<file path="src/hdl/ckb_pkg.sv">
// Shared constants and types for the clipped colour-key blit.
package ckb_pkg;

    localparam int ADDR_BITS_DEF = 22;
    localparam int DIM_BITS_DEF  = 12;
    localparam int PIXEL_BITS    = 8;
    localparam int KEY_BITS      = 9;
    localparam int CFG_IDX_BITS  = 3;
    localparam int FIFO_DEPTH    = 2;

    localparam logic [CFG_IDX_BITS-1:0] REG_DST_ORIGIN  = 3'd0;
    localparam logic [CFG_IDX_BITS-1:0] REG_DST_STRIDE  = 3'd1;
    localparam logic [CFG_IDX_BITS-1:0] REG_DST_LIMIT   = 3'd2;
    localparam logic [CFG_IDX_BITS-1:0] REG_SRC_ORIGIN  = 3'd3;
    localparam logic [CFG_IDX_BITS-1:0] REG_SRC_STRIDE  = 3'd4;
    localparam logic [CFG_IDX_BITS-1:0] REG_RECT_WIDTH  = 3'd5;
    localparam logic [CFG_IDX_BITS-1:0] REG_RECT_HEIGHT = 3'd6;
    localparam logic [CFG_IDX_BITS-1:0] REG_KEY_VALUE   = 3'd7;

    localparam int RST_DST_ORIGIN  = 0;
    localparam int RST_DST_STRIDE  = 640;
    localparam int RST_DST_LIMIT   = 307200;
    localparam int RST_SRC_ORIGIN  = 0;
    localparam int RST_SRC_STRIDE  = 640;
    localparam int RST_RECT_WIDTH  = 1;
    localparam int RST_RECT_HEIGHT = 1;
    localparam logic [KEY_BITS-1:0] RST_KEY_VALUE = 9'h1FF;

    typedef struct packed {
        logic pre_write;
        logic aborted;
        logic last;
    } ckb_flags_t;

    localparam int FLAGS_BITS = $bits(ckb_flags_t);

endpackage

</file>
<file path="src/hdl/ckb_front.sv">
// Front end: accepts pixels, keeps raster counters and row bases, classifies each item.
module ckb_front #(
    parameter int ADDR_BITS = ckb_pkg::ADDR_BITS_DEF,
    parameter int DIM_BITS  = ckb_pkg::DIM_BITS_DEF,
    parameter int ITEM_BITS = 2 * ADDR_BITS + 1 + ckb_pkg::PIXEL_BITS + ckb_pkg::FLAGS_BITS
) (
    input  logic                            clk,
    input  logic                            rst_n,
    input  logic                            in_valid,
    output logic                            in_ready,
    input  logic [ckb_pkg::PIXEL_BITS-1:0]  pixel_in,
    input  logic [ADDR_BITS-1:0]            dst_origin,
    input  logic [DIM_BITS-1:0]             dst_stride,
    input  logic [ADDR_BITS-1:0]            dst_limit,
    input  logic [ADDR_BITS-1:0]            src_origin,
    input  logic [DIM_BITS-1:0]             src_stride,
    input  logic [DIM_BITS-1:0]             rect_width,
    input  logic [DIM_BITS-1:0]             rect_height,
    output logic                            push_valid,
    input  logic                            push_ready,
    output logic [ITEM_BITS-1:0]            push_data
);

    localparam int SW = ((ADDR_BITS > DIM_BITS) ? ADDR_BITS : DIM_BITS) + 2;

    logic [DIM_BITS-1:0]        col_reg, col_next;
    logic [DIM_BITS-1:0]        row_reg, row_next;
    logic signed [ADDR_BITS:0]  dbase_reg, dbase_next;
    logic [ADDR_BITS-1:0]       sbase_reg, sbase_next;
    logic                       stop_reg, stop_next;

    logic                       start;
    logic                       accept;
    logic signed [ADDR_BITS:0]  cur_dbase;
    logic [ADDR_BITS-1:0]       cur_sbase;
    logic                       cur_stop;
    logic signed [SW-1:0]       dsum;
    logic signed [SW-1:0]       lim_ext;
    logic [SW-1:0]              ssum;
    logic signed [SW-1:0]       nbase;
    logic signed [SW-1:0]       dmax;
    logic [SW-1:0]              nsrc;
    logic                       hit;
    logic                       stop;
    logic                       row_end;
    logic                       last;
    ckb_pkg::ckb_flags_t        flags;

    assign start     = (col_reg == '0) && (row_reg == '0);
    assign accept    = in_valid && in_ready;
    assign cur_dbase = start ? {dst_origin[ADDR_BITS-1], dst_origin} : dbase_reg;
    assign cur_sbase = start ? src_origin : sbase_reg;
    assign cur_stop  = start ? 1'b0 : stop_reg;

    assign dsum    = {{(SW-ADDR_BITS-1){cur_dbase[ADDR_BITS]}}, cur_dbase}
                   + {{(SW-DIM_BITS){1'b0}}, col_reg};
    assign lim_ext = {{(SW-ADDR_BITS){1'b0}}, dst_limit};
    assign hit     = dsum >= lim_ext;
    assign stop    = cur_stop || hit;
    assign ssum    = {{(SW-ADDR_BITS){1'b0}}, cur_sbase} + {{(SW-DIM_BITS){1'b0}}, col_reg};

    assign row_end = ({1'b0, col_reg} + 1'b1) >= {1'b0, rect_width};
    assign last    = row_end && (({1'b0, row_reg} + 1'b1) >= {1'b0, rect_height});

    assign nbase = {{(SW-ADDR_BITS-1){cur_dbase[ADDR_BITS]}}, cur_dbase}
                 + {{(SW-DIM_BITS){1'b0}}, dst_stride};
    assign dmax  = {{(SW-ADDR_BITS){1'b0}}, {ADDR_BITS{1'b1}}};
    assign nsrc  = {{(SW-ADDR_BITS){1'b0}}, cur_sbase} + {{(SW-DIM_BITS){1'b0}}, src_stride};

    assign flags.pre_write = !stop && !cur_dbase[ADDR_BITS];
    assign flags.aborted   = stop;
    assign flags.last      = last;

    assign in_ready   = push_ready;
    assign push_valid = in_valid;
    assign push_data  = {dsum[ADDR_BITS:0], ssum[ADDR_BITS-1:0], pixel_in, flags};

    always_comb
    begin
        col_next   = col_reg;
        row_next   = row_reg;
        dbase_next = dbase_reg;
        sbase_next = sbase_reg;
        stop_next  = stop_reg;
        if (accept)
        begin
            priority if (last)
            begin
                col_next   = '0;
                row_next   = '0;
                stop_next  = 1'b0;
                dbase_next = {dst_origin[ADDR_BITS-1], dst_origin};
                sbase_next = src_origin;
            end
            else if (row_end)
            begin
                col_next   = '0;
                row_next   = row_reg + 1'b1;
                stop_next  = stop;
                dbase_next = (nbase > dmax) ? dmax[ADDR_BITS:0] : nbase[ADDR_BITS:0];
                sbase_next = nsrc[ADDR_BITS-1:0];
            end
            else
            begin
                col_next   = col_reg + 1'b1;
                stop_next  = stop;
                dbase_next = cur_dbase;
                sbase_next = cur_sbase;
            end
        end
    end

    always_ff @(posedge clk or negedge rst_n)
    begin
        if (!rst_n)
        begin
            col_reg   <= '0;
            row_reg   <= '0;
            dbase_reg <= '0;
            sbase_reg <= '0;
            stop_reg  <= 1'b0;
        end
        else
        begin
            col_reg   <= col_next;
            row_reg   <= row_next;
            dbase_reg <= dbase_next;
            sbase_reg <= sbase_next;
            stop_reg  <= stop_next;
        end
    end

`ifndef SYNTHESIS
    a_last_restarts: assert property (@(posedge clk) disable iff (!rst_n)
        accept && last |=> (col_reg == '0) && (row_reg == '0) && !stop_reg)
        else $error("counters not restarted after final pixel");

    a_hit_sticks: assert property (@(posedge clk) disable iff (!rst_n)
        accept && hit && !last |=> stop_reg)
        else $error("limit hit not held for rest of rectangle");
`endif

endmodule

</file>
<file path="src/hdl/ckb_fifo.sv">
// Two-entry queue between the front end and the output stage.
module ckb_fifo #(
    parameter int ITEM_BITS = 8
) (
    input  logic                 clk,
    input  logic                 rst_n,
    input  logic                 push_valid,
    output logic                 push_ready,
    input  logic [ITEM_BITS-1:0] push_data,
    output logic                 pop_valid,
    input  logic                 pop_ready,
    output logic [ITEM_BITS-1:0] pop_data
);

    localparam int PTR_BITS = $clog2(ckb_pkg::FIFO_DEPTH);
    localparam int CNT_BITS = $clog2(ckb_pkg::FIFO_DEPTH + 1);

    logic [ITEM_BITS-1:0] mem [ckb_pkg::FIFO_DEPTH];
    logic [PTR_BITS-1:0]  wr_ptr_reg, wr_ptr_next;
    logic [PTR_BITS-1:0]  rd_ptr_reg, rd_ptr_next;
    logic [CNT_BITS-1:0]  count_reg, count_next;
    logic                 push;
    logic                 pop;

    assign push_ready = count_reg != CNT_BITS'(ckb_pkg::FIFO_DEPTH);
    assign pop_valid  = count_reg != '0;
    assign push       = push_valid && push_ready;
    assign pop        = pop_valid && pop_ready;
    assign pop_data   = mem[rd_ptr_reg];

    always_comb
    begin
        wr_ptr_next = wr_ptr_reg;
        rd_ptr_next = rd_ptr_reg;
        count_next  = count_reg;
        if (push)
        begin
            wr_ptr_next = (wr_ptr_reg == PTR_BITS'(ckb_pkg::FIFO_DEPTH - 1)) ? '0
                                                                             : wr_ptr_reg + 1'b1;
        end
        if (pop)
        begin
            rd_ptr_next = (rd_ptr_reg == PTR_BITS'(ckb_pkg::FIFO_DEPTH - 1)) ? '0
                                                                             : rd_ptr_reg + 1'b1;
        end
        if (push && !pop)
        begin
            count_next = count_reg + 1'b1;
        end
        else if (pop && !push)
        begin
            count_next = count_reg - 1'b1;
        end
    end

    always_ff @(posedge clk)
    begin
        if (push)
        begin
            mem[wr_ptr_reg] <= push_data;
        end
    end

    always_ff @(posedge clk or negedge rst_n)
    begin
        if (!rst_n)
        begin
            wr_ptr_reg <= '0;
            rd_ptr_reg <= '0;
            count_reg  <= '0;
        end
        else
        begin
            wr_ptr_reg <= wr_ptr_next;
            rd_ptr_reg <= rd_ptr_next;
            count_reg  <= count_next;
        end
    end

`ifndef SYNTHESIS
    a_empty_ptrs: assert property (@(posedge clk) disable iff (!rst_n)
        !pop_valid |-> (wr_ptr_reg == rd_ptr_reg))
        else $error("queue empty but pointers differ");
`endif

endmodule

</file>
<file path="src/hdl/ckb_back.sv">
// Output stage: applies the colour key and holds the result item for the receiver.
module ckb_back #(
    parameter int ADDR_BITS = ckb_pkg::ADDR_BITS_DEF,
    parameter int ITEM_BITS = 2 * ADDR_BITS + 1 + ckb_pkg::PIXEL_BITS + ckb_pkg::FLAGS_BITS
) (
    input  logic                               clk,
    input  logic                               rst_n,
    input  logic                               pop_valid,
    output logic                               pop_ready,
    input  logic [ITEM_BITS-1:0]               pop_data,
    input  logic [ckb_pkg::KEY_BITS-1:0]       key_value,
    output logic                               out_valid,
    input  logic                               out_ready,
    output logic signed [ADDR_BITS:0]          dst_address,
    output logic [ADDR_BITS-1:0]               src_address,
    output logic [ckb_pkg::PIXEL_BITS-1:0]     pixel_out,
    output logic                               write_enable,
    output logic                               aborted,
    output logic                               last_pixel
);

    logic [ADDR_BITS:0]             q_dst;
    logic [ADDR_BITS-1:0]           q_src;
    logic [ckb_pkg::PIXEL_BITS-1:0] q_pix;
    ckb_pkg::ckb_flags_t            q_flags;
    logic                           key_hit;
    logic                           load;

    logic                           out_valid_reg;
    logic [ADDR_BITS:0]             dst_reg;
    logic [ADDR_BITS-1:0]           src_reg;
    logic [ckb_pkg::PIXEL_BITS-1:0] pix_reg;
    logic                           we_reg;
    logic                           aborted_reg;
    logic                           last_reg;

    assign {q_dst, q_src, q_pix, q_flags} = pop_data;
    assign key_hit   = !key_value[ckb_pkg::KEY_BITS-1]
                    && (key_value[ckb_pkg::PIXEL_BITS-1:0] == q_pix);
    assign pop_ready = !out_valid_reg || out_ready;
    assign load      = pop_valid && pop_ready;

    always_ff @(posedge clk or negedge rst_n)
    begin
        if (!rst_n)
        begin
            out_valid_reg <= 1'b0;
        end
        else if (pop_ready)
        begin
            out_valid_reg <= pop_valid;
        end
    end

    always_ff @(posedge clk)
    begin
        if (load)
        begin
            dst_reg     <= q_dst;
            src_reg     <= q_src;
            pix_reg     <= q_pix;
            we_reg      <= q_flags.pre_write && !key_hit;
            aborted_reg <= q_flags.aborted;
            last_reg    <= q_flags.last;
        end
    end

    assign out_valid    = out_valid_reg;
    assign dst_address  = $signed(dst_reg);
    assign src_address  = src_reg;
    assign pixel_out    = pix_reg;
    assign write_enable = we_reg;
    assign aborted      = aborted_reg;
    assign last_pixel   = last_reg;

`ifndef SYNTHESIS
    a_no_write_aborted: assert property (@(posedge clk) disable iff (!rst_n)
        out_valid_reg |-> !(we_reg && aborted_reg))
        else $error("write enabled on an aborted item");
`endif

endmodule

</file>
<file path="src/hdl/clipped_color_key_blit.sv">
// Top level of the clipped colour-key rectangle blit address and enable generator.
//
// Source pixels of a rectangle enter on in_valid/in_ready in raster order; for each
// item one result leaves on out_valid/out_ready carrying the destination and source
// offsets, the pixel, its write enable, an abort flag and a last-pixel mark.
// Registers are written on cfg_valid/cfg_ready (always ready) with cfg_index and
// cfg_data; write them only while no item is in flight. Origins are taken at the
// first pixel of each rectangle.
// An accepted item is written into the queue and then loaded into the output
// register, from which the receiver takes it.
// Throughput: one item per cycle while the queue has room; the front end's counter
// update and the destination add-and-compare against the limit form the per-item step.
// A two-entry queue and the output register separate input and output, so the
// input keeps flowing until the queue fills while out_ready is low, then stalls.
// Reset clears counters, queue and output valid and loads register defaults.
module clipped_color_key_blit #(
    parameter int ADDR_BITS = ckb_pkg::ADDR_BITS_DEF,
    parameter int DIM_BITS  = ckb_pkg::DIM_BITS_DEF,
    parameter int CFG_BITS  = (ADDR_BITS > DIM_BITS) ? ADDR_BITS : DIM_BITS
) (
    input  logic                              clk,
    input  logic                              rst_n,
    input  logic                              cfg_valid,
    output logic                              cfg_ready,
    input  logic [ckb_pkg::CFG_IDX_BITS-1:0]  cfg_index,
    input  logic [CFG_BITS-1:0]               cfg_data,
    input  logic                              in_valid,
    output logic                              in_ready,
    input  logic [ckb_pkg::PIXEL_BITS-1:0]    pixel_in,
    output logic                              out_valid,
    input  logic                              out_ready,
    output logic signed [ADDR_BITS:0]         dst_address,
    output logic [ADDR_BITS-1:0]              src_address,
    output logic [ckb_pkg::PIXEL_BITS-1:0]    pixel_out,
    output logic                              write_enable,
    output logic                              aborted,
    output logic                              last_pixel
);

    localparam int ITEM_BITS = 2 * ADDR_BITS + 1 + ckb_pkg::PIXEL_BITS + ckb_pkg::FLAGS_BITS;

    logic [ADDR_BITS-1:0]          dst_origin_reg;
    logic [DIM_BITS-1:0]           dst_stride_reg;
    logic [ADDR_BITS-1:0]          dst_limit_reg;
    logic [ADDR_BITS-1:0]          src_origin_reg;
    logic [DIM_BITS-1:0]           src_stride_reg;
    logic [DIM_BITS-1:0]           rect_width_reg;
    logic [DIM_BITS-1:0]           rect_height_reg;
    logic [ckb_pkg::KEY_BITS-1:0]  key_value_reg;

    logic                          push_valid;
    logic                          push_ready;
    logic [ITEM_BITS-1:0]          push_data;
    logic                          pop_valid;
    logic                          pop_ready;
    logic [ITEM_BITS-1:0]          pop_data;

    assign cfg_ready = 1'b1;

    always_ff @(posedge clk or negedge rst_n)
    begin
        if (!rst_n)
        begin
            dst_origin_reg  <= ADDR_BITS'(ckb_pkg::RST_DST_ORIGIN);
            dst_stride_reg  <= DIM_BITS'(ckb_pkg::RST_DST_STRIDE);
            dst_limit_reg   <= ADDR_BITS'(ckb_pkg::RST_DST_LIMIT);
            src_origin_reg  <= ADDR_BITS'(ckb_pkg::RST_SRC_ORIGIN);
            src_stride_reg  <= DIM_BITS'(ckb_pkg::RST_SRC_STRIDE);
            rect_width_reg  <= DIM_BITS'(ckb_pkg::RST_RECT_WIDTH);
            rect_height_reg <= DIM_BITS'(ckb_pkg::RST_RECT_HEIGHT);
            key_value_reg   <= ckb_pkg::RST_KEY_VALUE;
        end
        else if (cfg_valid && cfg_ready)
        begin
            unique case (cfg_index)
                ckb_pkg::REG_DST_ORIGIN:  dst_origin_reg  <= cfg_data[ADDR_BITS-1:0];
                ckb_pkg::REG_DST_STRIDE:  dst_stride_reg  <= cfg_data[DIM_BITS-1:0];
                ckb_pkg::REG_DST_LIMIT:   dst_limit_reg   <= cfg_data[ADDR_BITS-1:0];
                ckb_pkg::REG_SRC_ORIGIN:  src_origin_reg  <= cfg_data[ADDR_BITS-1:0];
                ckb_pkg::REG_SRC_STRIDE:  src_stride_reg  <= cfg_data[DIM_BITS-1:0];
                ckb_pkg::REG_RECT_WIDTH:  rect_width_reg  <= cfg_data[DIM_BITS-1:0];
                ckb_pkg::REG_RECT_HEIGHT: rect_height_reg <= cfg_data[DIM_BITS-1:0];
                ckb_pkg::REG_KEY_VALUE:   key_value_reg   <= cfg_data[ckb_pkg::KEY_BITS-1:0];
                default:                  key_value_reg   <= key_value_reg;
            endcase
        end
    end

    ckb_front #(
        .ADDR_BITS (ADDR_BITS),
        .DIM_BITS  (DIM_BITS),
        .ITEM_BITS (ITEM_BITS)
    ) u_front (
        .clk         (clk),
        .rst_n       (rst_n),
        .in_valid    (in_valid),
        .in_ready    (in_ready),
        .pixel_in    (pixel_in),
        .dst_origin  (dst_origin_reg),
        .dst_stride  (dst_stride_reg),
        .dst_limit   (dst_limit_reg),
        .src_origin  (src_origin_reg),
        .src_stride  (src_stride_reg),
        .rect_width  (rect_width_reg),
        .rect_height (rect_height_reg),
        .push_valid  (push_valid),
        .push_ready  (push_ready),
        .push_data   (push_data)
    );

    ckb_fifo #(
        .ITEM_BITS (ITEM_BITS)
    ) u_fifo (
        .clk        (clk),
        .rst_n      (rst_n),
        .push_valid (push_valid),
        .push_ready (push_ready),
        .push_data  (push_data),
        .pop_valid  (pop_valid),
        .pop_ready  (pop_ready),
        .pop_data   (pop_data)
    );

    ckb_back #(
        .ADDR_BITS (ADDR_BITS),
        .ITEM_BITS (ITEM_BITS)
    ) u_back (
        .clk          (clk),
        .rst_n        (rst_n),
        .pop_valid    (pop_valid),
        .pop_ready    (pop_ready),
        .pop_data     (pop_data),
        .key_value    (key_value_reg),
        .out_valid    (out_valid),
        .out_ready    (out_ready),
        .dst_address  (dst_address),
        .src_address  (src_address),
        .pixel_out    (pixel_out),
        .write_enable (write_enable),
        .aborted      (aborted),
        .last_pixel   (last_pixel)
    );

endmodule

</file>
<file path="config.mk">
export PLATFORM = sky130hd
export DESIGN_NAME = clipped_color_key_blit
export DESIGN_NICKNAME = d
export VERILOG_FILES = /design/src/hdl/ckb_pkg.sv /design/src/hdl/ckb_front.sv /design/src/hdl/ckb_fifo.sv /design/src/hdl/ckb_back.sv /design/src/hdl/clipped_color_key_blit.sv
export SDC_FILE = /design/constraint.sdc
export NUM_CORES = 1
export LEC_CHECK = 0
export BUFFER_PORTS_ARGS = -buffer_cell sky130_fd_sc_hd__buf_2
export CORE_AREA = 5 5 262 264
export DETAILED_ROUTE_END_ITERATION = 8
export DIE_AREA = 0 0 267 269
export PLACE_DENSITY_LB_ADDON = 0.15
export SLEW_MARGIN = 0
export SYNTH_ARGS = -nofsm -noshare
export SYNTH_HDL_FRONTEND = slang
export SYNTH_SLANG_ARGS = --single-unit
</file>
<file path="constraint.sdc">
create_clock -name clk -period 15.5 [get_ports clk]
set_input_delay 2.325 -clock clk [delete_from_list [all_inputs] [get_ports clk]]
set_output_delay 2.325 -clock clk [all_outputs]
set_load 0.01 [all_outputs]
</file>
Yosys cells after proc, flatten, opt, wreduce, memory -nomap -nowiden
Memory sizes are Yosys's and may differ from the RTL's.
Cells that the tools add are included.
{"block": "totals", "register_bits": 254, "ramBits": 112, "inputBits": 38, "out_inout_bits": 59, "elab_cells": 101, "mem_count": 1}
{"name": "u_fifo.mem", "depth": 2, "word_bits": 56, "rd": 1, "rd_clocked_by_memory_dff": 0, "wr": 1, "line_no": "ckb_fifo.sv:18", "text": "logic [ITEM_BITS-1:0] mem [ckb_pkg::FIFO_DEPTH];"}
{"block": "classes", "add_sub_neg": 12, "magnitude_cmp": 4, "eq_ne": 9, "muxes": 19, "n_reduce_logical": 33}
{"cell": "$mux W23", "n": 4}
{"cell": "$mux W22", "n": 3}
{"cell": "$add A23 B13 Y24", "n": 2}
{"cell": "$mux W12", "n": 4}
{"cell": "$add A22 B12 Y22", "n": 2}
{"cell": "$add A12 B1 Y13 const B", "n": 2}
{"cell": "$ge A13 B12 Y1", "n": 2}
{"cell": "$add A12 B1 Y12 const B", "n": 2}
{"cell": "$ge A24 B23 Y1", "n": 1}
{"cell": "$gt A24 B23 Y1 const B", "n": 1}
{"cell": "$logic_not A12 Y1", "n": 2}
{"cell": "$reduce_and A2 Y1", "n": 9}
{"cell": "$eq A3 B3 Y1 const B", "n": 4}
{"cell": "$logic_and A1 B1 Y1", "n": 9}
{"cell": "$eq A8 B8 Y1", "n": 1}
{"cell": "$logic_not A1 Y1", "n": 7}
{"cell": "$eq A3 B2 Y1 const B", "n": 2}
{"cell": "$mux W1", "n": 6}
{"cell": "$reduce_bool A2 Y1", "n": 3}
{"cell": "$mux W2", "n": 2}
{"cell": "$eq A3 B1 Y1 const B", "n": 1}
{"cell": "$logic_not A3 Y1", "n": 1}
{"cell": "$add A1 B1 Y1 const B", "n": 2}
{"cell": "$add A2 B1 Y2 const B", "n": 1}
{"cell": "3 further kinds", "n": 4}

Depth between registers and ports, before layout
{"block": "depth", "ltp_word": 8, "ltp_mapped": 29, "mapped_depth_nobuf": 25}

Cells and area by module
From an unflattened synthesis, not the netlist that was laid out.
{"block": "unflattened", "hier_cells": 1737, "area_unflattened_um2": 20121.8}
{"module": "ckb_front", "instances": 1, "cells_each": 1206, "area_each_um2": 9270.1}
{"module": "clipped_color_key_blit", "instances": 1, "cells_each": 268, "area_each_um2": 4678.2}
{"module": "ckb_fifo", "instances": 1, "cells_each": 192, "area_each_um2": 4355.4}
{"module": "ckb_back", "instances": 1, "cells_each": 71, "area_each_um2": 1818.0}

Worst setup path after synthesis
OpenSTA, ideal clock, no wires.
{"block": "synth_path", "path_type": "flip-flop to flip-flop", "from": "reg u_front.col_reg[1]", "to": "mem u_fifo.mem[0][1] (netlist name), data pin", "t_arrival_ps": 5541, "required_time_ps": 15243, "slack_ps": 9702, "path_stages_with_launch": 29, "path_buffers": 4, "period_less_slack_ps": 5798, "path_cell_list": "dfrtp_1 > inv_1 > ha_1 > nor4bb_1 > nand4_1 > nor2_1 > buf_2 > buf_2 > buf_2 > buf_1 > nand2_1 > nand2_1 > ha_1 > inv_1 > fa_1 > nor2b_1 > o31a_1 > o41ai_1 > a311oi_2 > nand4_1 > xor2_1 > o21ai_0 > ha_1 > a21o_1 > a21oi_1 > o2111ai_1 > o21ai_0 > a22oi_1 > a21o_1"}
{"block": "synth_between", "elab_chain_len": 6}
{"element": "start, declared", "line_no": "ckb_front.sv:26", "text": "logic [DIM_BITS-1:0] col_reg, col_next;"}
{"element": "start signal, assigned", "line_no": "ckb_front.sv:125", "text": "col_reg <= col_next;"}
{"element": "$logic_not A12 Y1", "line_no": "ckb_front.sv:49", "text": "assign start = (col_reg == '0) && (row_reg == '0);"}
{"element": "$logic_and A1 B1 Y1", "line_no": "ckb_front.sv:49"}
{"element": "$mux W23", "line_no": "ckb_front.sv:51", "text": "assign cur_dbase = start ? {dst_origin[ADDR_BITS-1], dst_origin} : dbase_reg;"}
{"element": "$add A23 B13 Y24 *", "line_no": "ckb_front.sv:56", "text": "+ {{(SW-DIM_BITS){1'b0}}, col_reg};"}
{"element": "named net push_data[51]", "line_no": "clipped_color_key_blit.sv:53", "text": "logic [ITEM_BITS-1:0] push_data;"}
{"element": "$ge A24 B23 Y1 *", "line_no": "ckb_front.sv:58", "text": "assign hit = dsum >= lim_ext;"}
{"element": "$logic_or A1 B1 Y1 *", "line_no": "ckb_front.sv:59", "text": "assign stop = cur_stop || hit;"}
{"element": "named net push_data[1]", "line_no": "clipped_color_key_blit.sv:53"}
{"element": "end, declared", "line_no": "ckb_fifo.sv:18"}
The timed path passes the listed nets; every way through them passes the cells marked *.

Final worst setup path
{"block": "layout_path", "from": "reg u_front.col_reg[0]", "to": "mem u_fifo.mem[0][1] (netlist name), data pin"}
The elaborated chain is that of the path after synthesis.

==> results.md <==
Die
• **starting density of the core** 0.295
• **x dimension of the die** 267 um
• **Site Rows** 95
• **core area** 66300 um2
• **overall die height** 269 um
• **num ports** 97
• **Die Footprint** 71800 um2

Timing
• **post-route minimum period** 7.00 ns
• **Final period util** 0.452
• **worst slew pin tran** 1.09 ns
• **worst relative slew slack** 0.268
• **timing-limited maximum frequency** 143 MHz
• **PnR worst setup slack** 8.50 ns
• **Setup TNS** 0 ns
• **clk_skew** 0.0194 ns
• **setup repair after global routing missed its margin** false
• **Slew Limit Fails** 0
• **final number of hold-violating endpoints** 0
• **number of failing setup endpoints in the final timing report** 0

CTS
• **total of hold buffers inserted after clock tree synthesis** 0
• **clock-pin slew of the registers on the worst-case setup and hold paths** 0.06 ns
• **CTS H-tree lvls** 2
• **CTS tree** built
• **clock root buffer** clkbuf_16
• **Clk Latency, worst-skew pair** 0.57 ns
• **total of cells resized after clock tree synthesis** 0
• **Sink Count** 366
• **number of buffers inserted to repair setup after CTS** 0
• **number of buffers inserted during clock tree synthesis** 45
• **buffer levels on the longest clock path** 3

Logic synthesis
• **netlist area before placement** 19600 um2
• **syn avg cell area** 10.9 um2
• **share of synthesized flip-flops with an asynchronous set or reset** 0.541
• **synthesis-stage register bit count** 366
• **YS warnings** 0
• **commonest register cell after synthesis** dfrtp_1
• **distinct cell type count of the synthesized netlist** 79
• **Post-synth EDFFs** 168
• **number of nets in the synthesized netlist** 1938
• **sequential-to-total area share from yosys stat** 0.512
• **Mapped Cells** 1797

GRT
• **global routing usage summed across all routing layers** 0.159
• **pin count of the biggest net entering global routing** 78
• **global-route wire length before repair** 87900 um
• **antenna violations before repair** 3
• **overall overflow remaining after global route** 0
• **via count of the first global-routing pass** 13700

Hold path
• **worst hold path stage count** 2
• **Hold Crit Endpoint** u_front.dbase_reg[5]
• **hold path startpoint** u_front.dbase_reg[5]
• **class of the worst hold path** register to register

Placement
• **count of placed standard cells including taps** 2704
• **standard cell area after detailed placement** 21000 um2
• **pre-CTS setup slack** 8.50 ns
• **Detail Placement HPWL** 40500 um
• **Buffers on Ports** 95
• **final weighted congestion of routability-driven global placement** 0.877

Layout
• **Final Net Count** 2019
• **share of cells above drive strength 1** 0.208
• **area of all placed cells without fillers** 22500 um2
• **max FFs per register** 112
• **utilization after layout** 0.339
• **Non-Filler Instances** 2786
• **area overhead of the layout relative to synthesis** 14.8%

Routing
• **final antenna-violating net count** 0
• **met3 layer wire length in the routed design** 3050 um
• **detailed-routed wire length on met2** 26600 um
• **per-cell routed wire length** 20.9 um
• **routed length on met1** 26900 um
• **via count** 14100
• **first-pass detailed-route iteration total** 5
• **final routed DRC violation total** 0
• **vias per cell** 5.05
• **highest metal used** met4
• **Starting DRT DRC Count** 952
• **Routed WL** 58300 um

Power and ir drop
• **peak ir drop on the vdd network** 0.0000724 V
• **cell leakage power** 9.23 nW
• **power per cell area** 195 nW/um2

Flow run
• **max-cap viol count** 0

Critical path
• **R2R Setup Slk** 8.50 ns
• **Critical Path Source Type** register
• **data arrival time of the critical path** 7.32 ns
• **class of the most critical setup path** register to register
• **critical path's slowest cell** or2_2
• **stage delay of the slowest cell on the critical path** 0.72 ns
• **most common cell type on the critical path** ha_1
• **endpoint type of the worst setup path** register
• **worst endpoint required time** 15.82 ns
• **worst reg-to-reg path cell count** 25
• **startpoint of the worst-slack reg-to-reg timing path** u_front.col_reg[0]
• **worst reg2reg endpoint** u_fifo.mem[0][1]
• **Critical Path Fanout Max** 42

Outcome
• **run status** completed

==> synthesized netlist by cell type, types with 11 or more instances <==
cell	count	area, um2
ha_1	99	1240
nand2_1	240	901
o21ai_0	122	611
a21oi_1	58	290
xor2_1	42	368
nand3_1	66	330
edfxtp_1	168	5040
a31oi_1	11	68.8
mux2_2	158	1780
dfrtp_1	179	4480
clkbuf_1	54	203
buf_2	16	80.1
mux2i_1	18	180
a21o_1	21	158
o22ai_1	14	87.6
xnor2_1	54	473
nand4_1	15	93.8
inv_1	77	289
and3_1	18	113
nor3_1	29	145
a211oi_1	29	218
nor2_1	98	368
nand2b_1	12	75.1
dfstp_2	19	499
o21a_1	11	82.6
==> layout make-up <==
class / count / area, um2
repair buffers: 118 / 657
diodes: 2 / 5.00
inverters: 77 / 289
clock buffers: 61 / 1240
multi-input cells: 1270 / 8950
well taps: 873 / 1090
clock inverters: 19 / 221
flip-flops and latches: 366 / 10000
fillers: 6622 / 43900
==> layer usage <==
metal	vias to the layer above	global-route usage
met1	6967	0.223
li1	6673	-
met2	350	0.253
met4	0	0.0494
met3	85	0.0261
met5	-	0
==> worst max-delay path: cells and delay by family (launching register included) <==
kind,cells,cell delay [ns]
and+or+nand+nor,7,1.71
DFF,1,0.52
adders and majority gates,4,1.15
AOI/OAI and AO/OA,10,2.36
buffers and inverters,3,0.77
xor gates and xnor gates,1,0.18
==> cells in the final DEF (no fill, tap or decap), drive strengths merged, types with 13 or more instances in the layout <==
master  netlist  routed
xor2         42      42
clkinv        0      13
nor2         98      98
edfxtp      168     168
nand3        66      66
mux2i        20      20
ha           99      99
o22ai        14      14
a21o         21      21
xnor2        54      54
o21ai       128     128
dfstp        19      19
nand2       240     240
dfrtp       179     179
inv          77      77
clkbuf       54      62
and3         18      18
nand4        15      15
mux2        158     158
nor3         30      30
a21oi        58      58
buf          30     117
a211oi       29      29
==> cell families (layout without fill, tap and decap cells) <==
group	after synthesis	after routing	share of synthesized area
compound gates	360	360	0.119
fa+ha+maj	103	103	0.0674
other cells	1	3	0.000192
simple gates	532	532	0.123
flops	366	366	0.512
buf+inv	161	275	0.0330
mux	178	178	0.102
xor+xnor	96	96	0.0430
==> per-stage QoR <==
step,total power [mW],hold slack [ns]
after floorplan,2.76,0.448
after global placement,3.34,0.462
after detailed placement,3.36,0.468
after CTS,4.44,0.480
after global routing,4.69,0.499
final,4.39,0.476
==> where the power goes <==
group / leakage (nW) / total [mW] / switching [mW] / internal [mW]
logic: 4.52 / 1.73 / 1.06 / 0.667
clock network: 0.716 / 1.05 / 0.412 / 0.639
registers: 3.99 / 1.61 / 0.178 / 1.44
==> worst max path at each step <==
stage | from | to | slack, ns
after floorplan | u_front.col_reg[1] | u_fifo.mem[0][1] | 9.70
after global placement | u_front.col_reg[1] | u_fifo.mem[0][1] | 8.58
after detailed placement | u_front.col_reg[1] | u_fifo.mem[0][1] | 8.50
after CTS | u_front.col_reg[1] | u_fifo.mem[0][1] | 8.46
after global routing | u_front.col_reg[1] | u_fifo.mem[0][1] | 7.86
final | u_front.col_reg[0] | u_fifo.mem[0][1] | 8.50
Note: power is estimated with default switching activity, not from simulation.
